## src/rtl/i2cee_pkg.sv

```systemverilog
// Shared types and codes for the I2C EEPROM bit-bang master.
`default_nettype none

package i2cee_pkg;

    localparam int PHASE_W = 16;
    localparam int WAIT_W  = 24;
    localparam int CFG_W   = 24;

    localparam logic [1:0] KIND_WRITE = 2'd0;
    localparam logic [1:0] KIND_READ  = 2'd1;
    localparam logic [1:0] KIND_TICK  = 2'd2;

    localparam logic CFG_PHASE_TICKS      = 1'b0;
    localparam logic CFG_WRITE_WAIT_TICKS = 1'b1;

    localparam logic [PHASE_W-1:0] PHASE_TICKS_RST = 16'd125;
    localparam logic [WAIT_W-1:0]  WAIT_TICKS_RST  = 24'd10000;

    typedef struct packed {
        logic [1:0]  kind;
        logic [6:0]  slave_address;
        logic [15:0] memory_address;
        logic [7:0]  write_byte;
        logic        sda_in;
    } t_in_item;

    typedef struct packed {
        logic       scl_out;
        logic       sda_out;
        logic       sda_drive;
        logic       busy_res;
        logic       done_res;
        logic       nack_seen;
        logic [2:0] nack_byte;
        logic [7:0] read_byte;
    } t_out_item;

    typedef struct packed {
        logic [PHASE_W-1:0] phase_ticks;
        logic [WAIT_W-1:0]  write_wait_ticks;
    } t_cfg;

endpackage

`default_nettype wire

```

## src/rtl/i2cee_seq.sv

```systemverilog
// Bus sequencer: advances START/byte/ACK/read/STOP phases one item at a time.
`default_nettype none

module i2cee_seq (
    input  wire                  i_clk,
    input  wire                  i_rst_n,
    input  wire                  i_step,
    input  wire i2cee_pkg::t_in_item i_item,
    input  wire i2cee_pkg::t_cfg     i_cfg,
    output i2cee_pkg::t_out_item o_result
);

    typedef enum logic [4:0] {
        S_IDLE, S_ST1, S_ST2, S_ST3, S_BIT1, S_BIT2, S_BIT3,
        S_ACK1, S_ACK2, S_ACK3, S_RX1, S_RX2, S_RN1, S_RN2, S_RN3,
        S_SP1, S_SP2, S_SP3, S_WAIT
    } t_state;

    t_state                          r_state, n_state;
    logic [3:0]                      r_bit_cnt, n_bit_cnt;
    logic [1:0]                      r_byte_idx, n_byte_idx;
    logic [7:0]                      r_shift, n_shift;
    logic [i2cee_pkg::PHASE_W-1:0]   r_phase, n_phase;
    logic [i2cee_pkg::WAIT_W-1:0]    r_wait, n_wait;
    logic                            r_is_read, n_is_read;
    logic [6:0]                      r_slave, n_slave;
    logic [15:0]                     r_mem_addr, n_mem_addr;
    logic [7:0]                      r_data, n_data;
    logic                            r_nack, n_nack;
    logic                            r_scl, n_scl;
    logic                            r_sda, n_sda;
    logic                            r_drv, n_drv;
    logic                            n_done;

    // byte sent at each position of the transfer
    function automatic logic [7:0] f_byte(input logic [1:0] idx, input logic is_read,
                                          input logic [6:0] slave, input logic [15:0] addr,
                                          input logic [7:0] data);
        logic [7:0] b;
        case (idx)
            2'd0:    b = {slave, 1'b0};
            2'd1:    b = addr[15:8];
            2'd2:    b = addr[7:0];
            default: b = is_read ? {slave, 1'b1} : data;
        endcase
        return b;
    endfunction

    always_comb begin
        logic [i2cee_pkg::PHASE_W-1:0] v_limit;
        logic [i2cee_pkg::PHASE_W-1:0] v_phase;
        logic [3:0]                    v_bits;
        logic [7:0]                    v_byte;

        n_state    = r_state;
        n_bit_cnt  = r_bit_cnt;
        n_byte_idx = r_byte_idx;
        n_shift    = r_shift;
        n_phase    = r_phase;
        n_wait     = r_wait;
        n_is_read  = r_is_read;
        n_slave    = r_slave;
        n_mem_addr = r_mem_addr;
        n_data     = r_data;
        n_nack     = r_nack;
        n_scl      = r_scl;
        n_sda      = r_sda;
        n_drv      = r_drv;
        n_done     = 1'b0;

        v_limit = (i_cfg.phase_ticks == '0) ? i2cee_pkg::PHASE_W'(1) : i_cfg.phase_ticks;
        v_phase = r_phase + i2cee_pkg::PHASE_W'(1);
        v_bits  = r_bit_cnt + 4'd1;
        v_byte  = f_byte(r_byte_idx + 2'd1, r_is_read, r_slave, r_mem_addr, r_data);

        if (i_item.kind == i2cee_pkg::KIND_TICK) begin
            if (r_state == S_WAIT) begin
                n_wait = r_wait + i2cee_pkg::WAIT_W'(1);
                if (n_wait >= i_cfg.write_wait_ticks) begin
                    n_state = S_IDLE;
                    n_done  = 1'b1;
                end
            end else if (r_state != S_IDLE) begin
                n_phase = v_phase;
                if (v_phase >= v_limit) begin
                    n_phase = '0;
                    case (r_state)
                        S_ST1: begin
                            n_scl   = 1'b1;
                            n_state = S_ST2;
                        end
                        S_ST2: begin
                            n_sda   = 1'b0;
                            n_state = S_ST3;
                        end
                        S_ST3: begin
                            v_byte    = f_byte(r_byte_idx, r_is_read, r_slave,
                                               r_mem_addr, r_data);
                            n_scl     = 1'b0;
                            n_bit_cnt = 4'd0;
                            n_drv     = 1'b1;
                            n_sda     = v_byte[7];
                            n_shift   = {v_byte[6:0], 1'b0};
                            n_state   = S_BIT1;
                        end
                        S_BIT1: begin
                            n_scl   = 1'b1;
                            n_state = S_BIT2;
                        end
                        S_BIT2: begin
                            n_scl   = 1'b0;
                            n_state = S_BIT3;
                        end
                        S_BIT3: begin
                            n_bit_cnt = v_bits;
                            if (v_bits < 4'd8) begin
                                n_drv   = 1'b1;
                                n_sda   = r_shift[7];
                                n_shift = {r_shift[6:0], 1'b0};
                                n_state = S_BIT1;
                            end else begin
                                n_drv   = 1'b0;
                                n_state = S_ACK1;
                            end
                        end
                        S_ACK1: begin
                            n_scl   = 1'b1;
                            n_state = S_ACK2;
                        end
                        S_ACK2: begin
                            n_nack  = i_item.sda_in;
                            n_scl   = 1'b0;
                            n_state = S_ACK3;
                        end
                        S_ACK3: begin
                            n_drv = 1'b1;
                            if (r_nack) begin
                                n_sda   = 1'b0;
                                n_state = S_SP1;
                            end else if (r_is_read && r_byte_idx == 2'd2) begin
                                // repeated START before address+R
                                n_byte_idx = 2'd3;
                                n_sda      = 1'b1;
                                n_state    = S_ST1;
                            end else if (r_is_read && r_byte_idx == 2'd3) begin
                                n_drv     = 1'b0;
                                n_shift   = '0;
                                n_bit_cnt = 4'd0;
                                n_scl     = 1'b1;
                                n_state   = S_RX1;
                            end else if (r_byte_idx != 2'd3) begin
                                n_byte_idx = r_byte_idx + 2'd1;
                                n_bit_cnt  = 4'd0;
                                n_sda      = v_byte[7];
                                n_shift    = {v_byte[6:0], 1'b0};
                                n_state    = S_BIT1;
                            end else begin
                                n_sda   = 1'b0;
                                n_state = S_SP1;
                            end
                        end
                        S_RX1: begin
                            n_shift = {r_shift[6:0], i_item.sda_in};
                            n_scl   = 1'b0;
                            n_state = S_RX2;
                        end
                        S_RX2: begin
                            n_bit_cnt = v_bits;
                            if (v_bits < 4'd8) begin
                                n_scl   = 1'b1;
                                n_state = S_RX1;
                            end else begin
                                // answer NACK
                                n_drv   = 1'b1;
                                n_sda   = 1'b1;
                                n_state = S_RN1;
                            end
                        end
                        S_RN1: begin
                            n_scl   = 1'b1;
                            n_state = S_RN2;
                        end
                        S_RN2: begin
                            n_scl   = 1'b0;
                            n_state = S_RN3;
                        end
                        S_RN3: begin
                            n_drv   = 1'b1;
                            n_sda   = 1'b0;
                            n_state = S_SP1;
                        end
                        S_SP1: begin
                            n_scl   = 1'b1;
                            n_state = S_SP2;
                        end
                        S_SP2: begin
                            n_sda   = 1'b1;
                            n_state = S_SP3;
                        end
                        S_SP3: begin
                            // phase counter is advanced, not cleared, on both exits
                            n_phase = v_phase;
                            if (!r_is_read && !r_nack && i_cfg.write_wait_ticks != '0) begin
                                n_wait  = '0;
                                n_state = S_WAIT;
                            end else begin
                                n_state = S_IDLE;
                                n_done  = 1'b1;
                            end
                        end
                        default: begin
                            n_phase = v_phase;
                            n_state = S_IDLE;
                        end
                    endcase
                end
            end
        end else if ((i_item.kind == i2cee_pkg::KIND_WRITE ||
                      i_item.kind == i2cee_pkg::KIND_READ) && r_state == S_IDLE) begin
            n_is_read  = (i_item.kind == i2cee_pkg::KIND_READ);
            n_slave    = i_item.slave_address;
            n_mem_addr = i_item.memory_address;
            n_data     = i_item.write_byte;
            n_nack     = 1'b0;
            n_byte_idx = 2'd0;
            n_bit_cnt  = 4'd0;
            n_drv      = 1'b1;
            n_sda      = 1'b1;
            n_phase    = '0;
            n_state    = S_ST1;
        end
    end

    always_comb begin
        o_result.scl_out   = n_scl;
        o_result.sda_out   = n_sda;
        o_result.sda_drive = n_drv;
        o_result.busy_res  = (n_state != S_IDLE);
        o_result.done_res  = n_done;
        o_result.nack_seen = n_done & n_nack;
        o_result.nack_byte = (n_done && n_nack) ? {1'b0, n_byte_idx} : 3'd0;
        o_result.read_byte = (n_done && n_is_read && !n_nack) ? n_shift : 8'd0;
    end

    always_ff @(posedge i_clk) begin
        if (!i_rst_n) begin
            r_state    <= S_IDLE;
            r_bit_cnt  <= '0;
            r_byte_idx <= '0;
            r_shift    <= '0;
            r_phase    <= '0;
            r_wait     <= '0;
            r_is_read  <= 1'b0;
            r_slave    <= '0;
            r_mem_addr <= '0;
            r_data     <= '0;
            r_nack     <= 1'b0;
            r_scl      <= 1'b1;
            r_sda      <= 1'b1;
            r_drv      <= 1'b1;
        end else if (i_step) begin
            r_state    <= n_state;
            r_bit_cnt  <= n_bit_cnt;
            r_byte_idx <= n_byte_idx;
            r_shift    <= n_shift;
            r_phase    <= n_phase;
            r_wait     <= n_wait;
            r_is_read  <= n_is_read;
            r_slave    <= n_slave;
            r_mem_addr <= n_mem_addr;
            r_data     <= n_data;
            r_nack     <= n_nack;
            r_scl      <= n_scl;
            r_sda      <= n_sda;
            r_drv      <= n_drv;
        end
    end

endmodule

`default_nettype wire

```

## src/rtl/i2c_eeprom_bitbang_master.sv

```systemverilog
// Top level of the I2C EEPROM bit-bang master: handshake, config registers, result register.
//
//  channel | direction | handshake               | payload
//  --------+-----------+-------------------------+----------------------------
//  in      | input     | i_in_valid / o_in_stall | i_in_data  (t_in_item)
//  out     | output    | o_out_valid/ i_out_stall| o_out_data (t_out_item)
//  cfg     | input     | i_cfg_we                | i_cfg_index, i_cfg_data
//
// Every accepted item (command or tick) yields exactly one result, registered in the cycle after it is accepted.
// One item per cycle while the input is not stalled: the sequencer step is a single pass into the result register.
// The input is stalled only while a result is held and the output is stalled.
// Reset (synchronous, active low) leaves the bus idle: SCL high, SDA driven high.
// Config writes take effect on the next item.
`default_nettype none

module i2c_eeprom_bitbang_master (
    input  wire                  i_clk,
    input  wire                  i_rst_n,
    input  wire                  i_in_valid,
    output logic                 o_in_stall,
    input  wire i2cee_pkg::t_in_item i_in_data,
    output logic                 o_out_valid,
    input  wire                  i_out_stall,
    output i2cee_pkg::t_out_item o_out_data,
    input  wire                  i_cfg_we,
    input  wire                  i_cfg_index,
    input  wire [i2cee_pkg::CFG_W-1:0] i_cfg_data
);

    i2cee_pkg::t_cfg      r_cfg;
    i2cee_pkg::t_out_item n_result;
    i2cee_pkg::t_out_item r_out_data;
    logic                 r_out_valid;
    logic                 step;

    assign o_in_stall  = r_out_valid & i_out_stall;
    assign step        = i_in_valid & ~o_in_stall;
    assign o_out_valid = r_out_valid;
    assign o_out_data  = r_out_data;

    always_ff @(posedge i_clk) begin
        if (!i_rst_n) begin
            r_cfg.phase_ticks      <= i2cee_pkg::PHASE_TICKS_RST;
            r_cfg.write_wait_ticks <= i2cee_pkg::WAIT_TICKS_RST;
        end else if (i_cfg_we) begin
            case (i_cfg_index)
                i2cee_pkg::CFG_PHASE_TICKS:
                    r_cfg.phase_ticks <= i_cfg_data[i2cee_pkg::PHASE_W-1:0];
                i2cee_pkg::CFG_WRITE_WAIT_TICKS:
                    r_cfg.write_wait_ticks <= i_cfg_data[i2cee_pkg::WAIT_W-1:0];
                default: ;
            endcase
        end
    end

    i2cee_seq u_seq (
        .i_clk    (i_clk),
        .i_rst_n  (i_rst_n),
        .i_step   (step),
        .i_item   (i_in_data),
        .i_cfg    (r_cfg),
        .o_result (n_result)
    );

    // hold the result while the output is stalled
    always_ff @(posedge i_clk) begin
        if (!i_rst_n) begin
            r_out_valid <= 1'b0;
        end else if (step) begin
            r_out_valid <= 1'b1;
        end else if (!i_out_stall) begin
            r_out_valid <= 1'b0;
        end
    end

    always_ff @(posedge i_clk) begin
        if (step) begin
            r_out_data <= n_result;
        end
    end

    a_done_not_busy: assert property (@(posedge i_clk) disable iff (!i_rst_n)
        r_out_valid && r_out_data.done_res |-> !r_out_data.busy_res)
        else $error("done reported while still busy");

    a_nack_needs_done: assert property (@(posedge i_clk) disable iff (!i_rst_n)
        r_out_valid && r_out_data.nack_seen |-> r_out_data.done_res)
        else $error("nack flag without done");

    a_read_byte_with_done: assert property (@(posedge i_clk) disable iff (!i_rst_n)
        r_out_valid && r_out_data.read_byte != 8'd0 |->
            r_out_data.done_res && !r_out_data.nack_seen)
        else $error("read byte outside a good read completion");

    a_step_fills_output: assert property (@(posedge i_clk) disable iff (!i_rst_n)
        step |=> r_out_valid)
        else $error("accepted item produced no result");

endmodule

`default_nettype wire
```

## config.mk

```make
export PLATFORM = sky130hd
export DESIGN_NAME = i2c_eeprom_bitbang_master
export DESIGN_NICKNAME = d
export VERILOG_FILES = /design/src/rtl/i2cee_pkg.sv /design/src/rtl/i2cee_seq.sv /design/src/rtl/i2c_eeprom_bitbang_master.sv
export SDC_FILE = /design/constraint.sdc
export NUM_CORES = 1
export LEC_CHECK = 0
export ABC_AREA = 0
export BUFFER_PORTS_ARGS = -buffer_cell sky130_fd_sc_hd__buf_4
export CAP_MARGIN = 40
export CORE_ASPECT_RATIO = 1.25
export CORE_MARGIN = 8
export CORE_UTILIZATION = 45
export CTS_CLUSTER_DIAMETER = 60
export DETAILED_ROUTE_END_ITERATION = 16
export PLACE_DENSITY_LB_ADDON = 0.2
export SYNTH_ARGS = -nofsm -noshare
export SYNTH_HDL_FRONTEND = slang
export SYNTH_SLANG_ARGS = --single-unit
```

## constraint.sdc

```tcl
create_clock -name i_clk -period 3.9 [get_ports i_clk]
set_clock_uncertainty 0.05 [all_clocks]
set_input_delay 0.195 -clock i_clk [delete_from_list [all_inputs] [get_ports i_clk]]
set_output_delay 0.195 -clock i_clk [all_outputs]
set_load 0.01 [all_outputs]
```

==> run_results.csv <==
group,metric,value,unit
status,status,"finished, final reports clean",
global_route,grt_usage,21.26,%
drt,finalWirelength,27100,µm
global_route,grt_max_degree,40,
global_route,antenna_found_initial,0,
power,p_leak,0.004394,µW
floorplanning,die_w,144.4,µm
cts,cts_root_buffer,"clkbuf_16",
run,maxCapViolations,0,
timing,fin_crit_sh,95.18,%
drt,detail_route.iter0.violations,752,
floorplanning,rows,58,
timing,rsz0062_at_grt,"yes",
synthesis,async_flop_share,0,%
drt,num_vias,9058,
synthesis,yosysSeqAreaShare,34.55,%
floorplanning,ioPinCount,83,
cells_and_area,utilization,57.98,%
timing,fmax,0.2694,GHz
drt,dr.pass1.iters,6,
worst_setup_path,r2r_setup_slack,190,ps
placement,gp_congestion,0.9247,
cells_and_area,syn2layout_area_growth,26.15,%
drt,drtAntennaViolNets,0,
synthesis,ys_ff_latch,152,
floorplanning,core,0.02017,mm²
synthesis,ys_top_cells_by_count,"nand2_1 (232), dfxtp_1 (136), a21oi_1 (129)",
cts,cts.sinks,152,
cts,clk_path_buf_depth,2,
synthesis,synth_cells,1189,
power,powerDensity,329.5,mW/mm²
synthesis,synthTopCellsByArea,"dfxtp_1 (29%), nand2_1 (9.4%), a21oi_1 (7.0%)",
drt,vias_per_cell,5.633,
cts,cts_max_level,4,
worst_setup_path,critPathArrivalTime,3840,ps
cts,clk_latency,440,ps
global_route,grt_overflow,0,
synthesis,netlist_area,0.009271,mm²
synthesis,synth_top_area_cell,"dfxtp_1",
synthesis,synth_most_common_cell,"nand2_1",
floorplanning,dieArea,0.02548,mm²
floorplanning,die_h,176.5,µm
synthesis,syn_avg_cell_area,7.798,µm²
worst_setup_path,worst-endpoint-required,4030,ps
drt,drc,0,
timing,fin_tns_setup,0,ps
placement,hpwl,19350,µm
timing,worst_pin_slew,657.2,ps
worst_setup_path,start_kind,"register",
power,vdd_drop_max,0.0002901,V
synthesis,synth_edf_count,16,
cts,clkTransAtPathRegs,70,ps
worst_setup_path,worstPathMaxFanout,4,
synthesis,synth.top_cell.area_share,29.37,%
timing,drv_slew,0,
worst_setup_path,worstSetupPathType,"reg2reg",
global_route,grt_pass1_wl,43850,µm
timing,setup_viol,0,
synthesis,synth_nets,1296,
synthesis,synth_cell_types,85,
timing,period_needed,3712,ps
drt,wl_per_cell,16.85,µm
cells_and_area,antenna_cells,0,
timing,finalHoldViolations,0,
worst_hold_path,min-delay-path-class,"in2reg",
floorplanning,start_util,45.96,%
timing,holdWs,50.36,ps
cells_and_area,layout.nets,1432,
cts,numCtsBuffers,17,
cts,cts_tree,"done",
timing,relSlewSlack,55.87,%
synthesis,ys.warnings.count,0,
cells_and_area,drive_above_1_share,17.12,%
synthesis,synth_top_flop_cell,"dfxtp_1",
cells_and_area,nFillCells,1886,
worst_setup_path,crit_path_end_kind,"register",
placement,portBuffers,81,
global_route,grt_pass1_vias,8612,
[area by class of cell]
class / instances / area [µm²] / share of cell area, %
sequential: 152 / 3208 / 27.43
clock buffer: 18 / 450.4 / 3.851
tap: 270 / 337.8 / 2.888
multi-input combinational: 909 / 5664 / 48.43
inverter: 54 / 202.7 / 1.733
timing repair buffer: 191 / 1662 / 14.21
clock inverter: 14 / 171.4 / 1.466
[metrics by stage]
step	setup WS [ps]	std cells	cell area [µm²]	power (µW)
finish	188.2	1608	11700	3854
global route	-29.28	1608	11700	3990
CTS	6.418	1605	11520	3866
detailed placement	15.39	1516	10320	2068
global placement	32.33	1511	10230	2059
floorplan	2.734	1189	9271	1911
[kinds of logic after synthesis]
| family | count (synthesis) | synth area share, % |
|---|---|---|
| simple gates | 471 | 24.39 |
| compound gates | 328 | 22.33 |
| flops | 152 | 34.55 |
| buf+inv | 129 | 5.924 |
| fa+ha+maj | 43 | 5.803 |
| xor+xnor | 40 | 3.779 |
| mux | 25 | 3.185 |
| other cells | 1 | 0.04045 |
[placed cells by master, fill, tap and decap left out, types with 26 or more instances in the layout]
cell type / n
nand2_1: 232
ha_1: 42
nor2_1: 55
a21oi_1: 128
dlygate4sd3_1: 57
buf_4: 127
o21ai_0: 59
inv_1: 53
xnor2_1: 26
dfxtp_1: 132
nand3_1: 41
[repair_timing]
item	CTS	global route
endpoints found under the setup margin	1	60
resized for setup	1	31
hold endpoints to repair	73	0
setup buffers	0	1
cloned	0	2
pin swaps	0	12
hold buffers	57	0
[worst paths after layout]
| kind | start | end | cells past startpoint |
|---|---|---|---|
| setup / recovery | u_seq.r_wait[0]$_SDFFE_PN0P_ | o_out_data[13]$_DFFE_PP_ | 14 |
| hold / removal | i_out_stall | o_out_valid$_SDFFE_PN0P_ | 3 |
| setup reg to reg | u_seq.r_wait[0]$_SDFFE_PN0P_ | o_out_data[13]$_DFFE_PP_ | 14 |
| hold reg to reg | u_seq.r_mem_addr[10]$_SDFFE_PN0P_ | u_seq.r_mem_addr[10]$_SDFFE_PN0P_ | 2 |
[sequential cells by signal, summed over array words and instances, names as in the netlist, 2 cells and up]
| register | count |
|---|---|
| r_cfg | 40 |
| u_seq.r_wait | 24 |
| o_out_data | 16 |
| u_seq.r_mem_addr | 16 |
| u_seq.r_phase | 16 |
| u_seq.r_data | 8 |
| u_seq.r_shift | 8 |
| u_seq.r_slave | 7 |
| u_seq.r_state | 5 |
| u_seq.r_bit_cnt | 4 |
| u_seq.r_byte_idx | 2 |
[critical path: stages, from the launching register on]
cell and delay [ps]:
dfxtp_1 380, ha_1 210, nand3_2 100, or4b_4 590
nor3_4 210, nand3_1 140, xnor2_1 160, ha_1 310
nand3_1 120, nor2_2 170, nand4_1 110, a32oi_2 370
nor3_1 170, a211oi_2 260, nand4_1 120
[power by group]
group          internal [µW]  leakage [µW]  switching, µW
registers               1630       0.00126           40.7
logic                    193       0.00283            237
clock network           1010      0.000304            749
total                   2830       0.00439           1030
[layer usage]
metal  wire length [µm]  global-route usage (%)  vias up
li1                   -                       -     4518
met3               1342                   3.351       78
met5                  0                       0        -
met4                911                   9.213        0
met1              11900                   27.47     4152
met2              12950                   34.31      310
No activity file was read; power rests on OpenSTA's default activity.
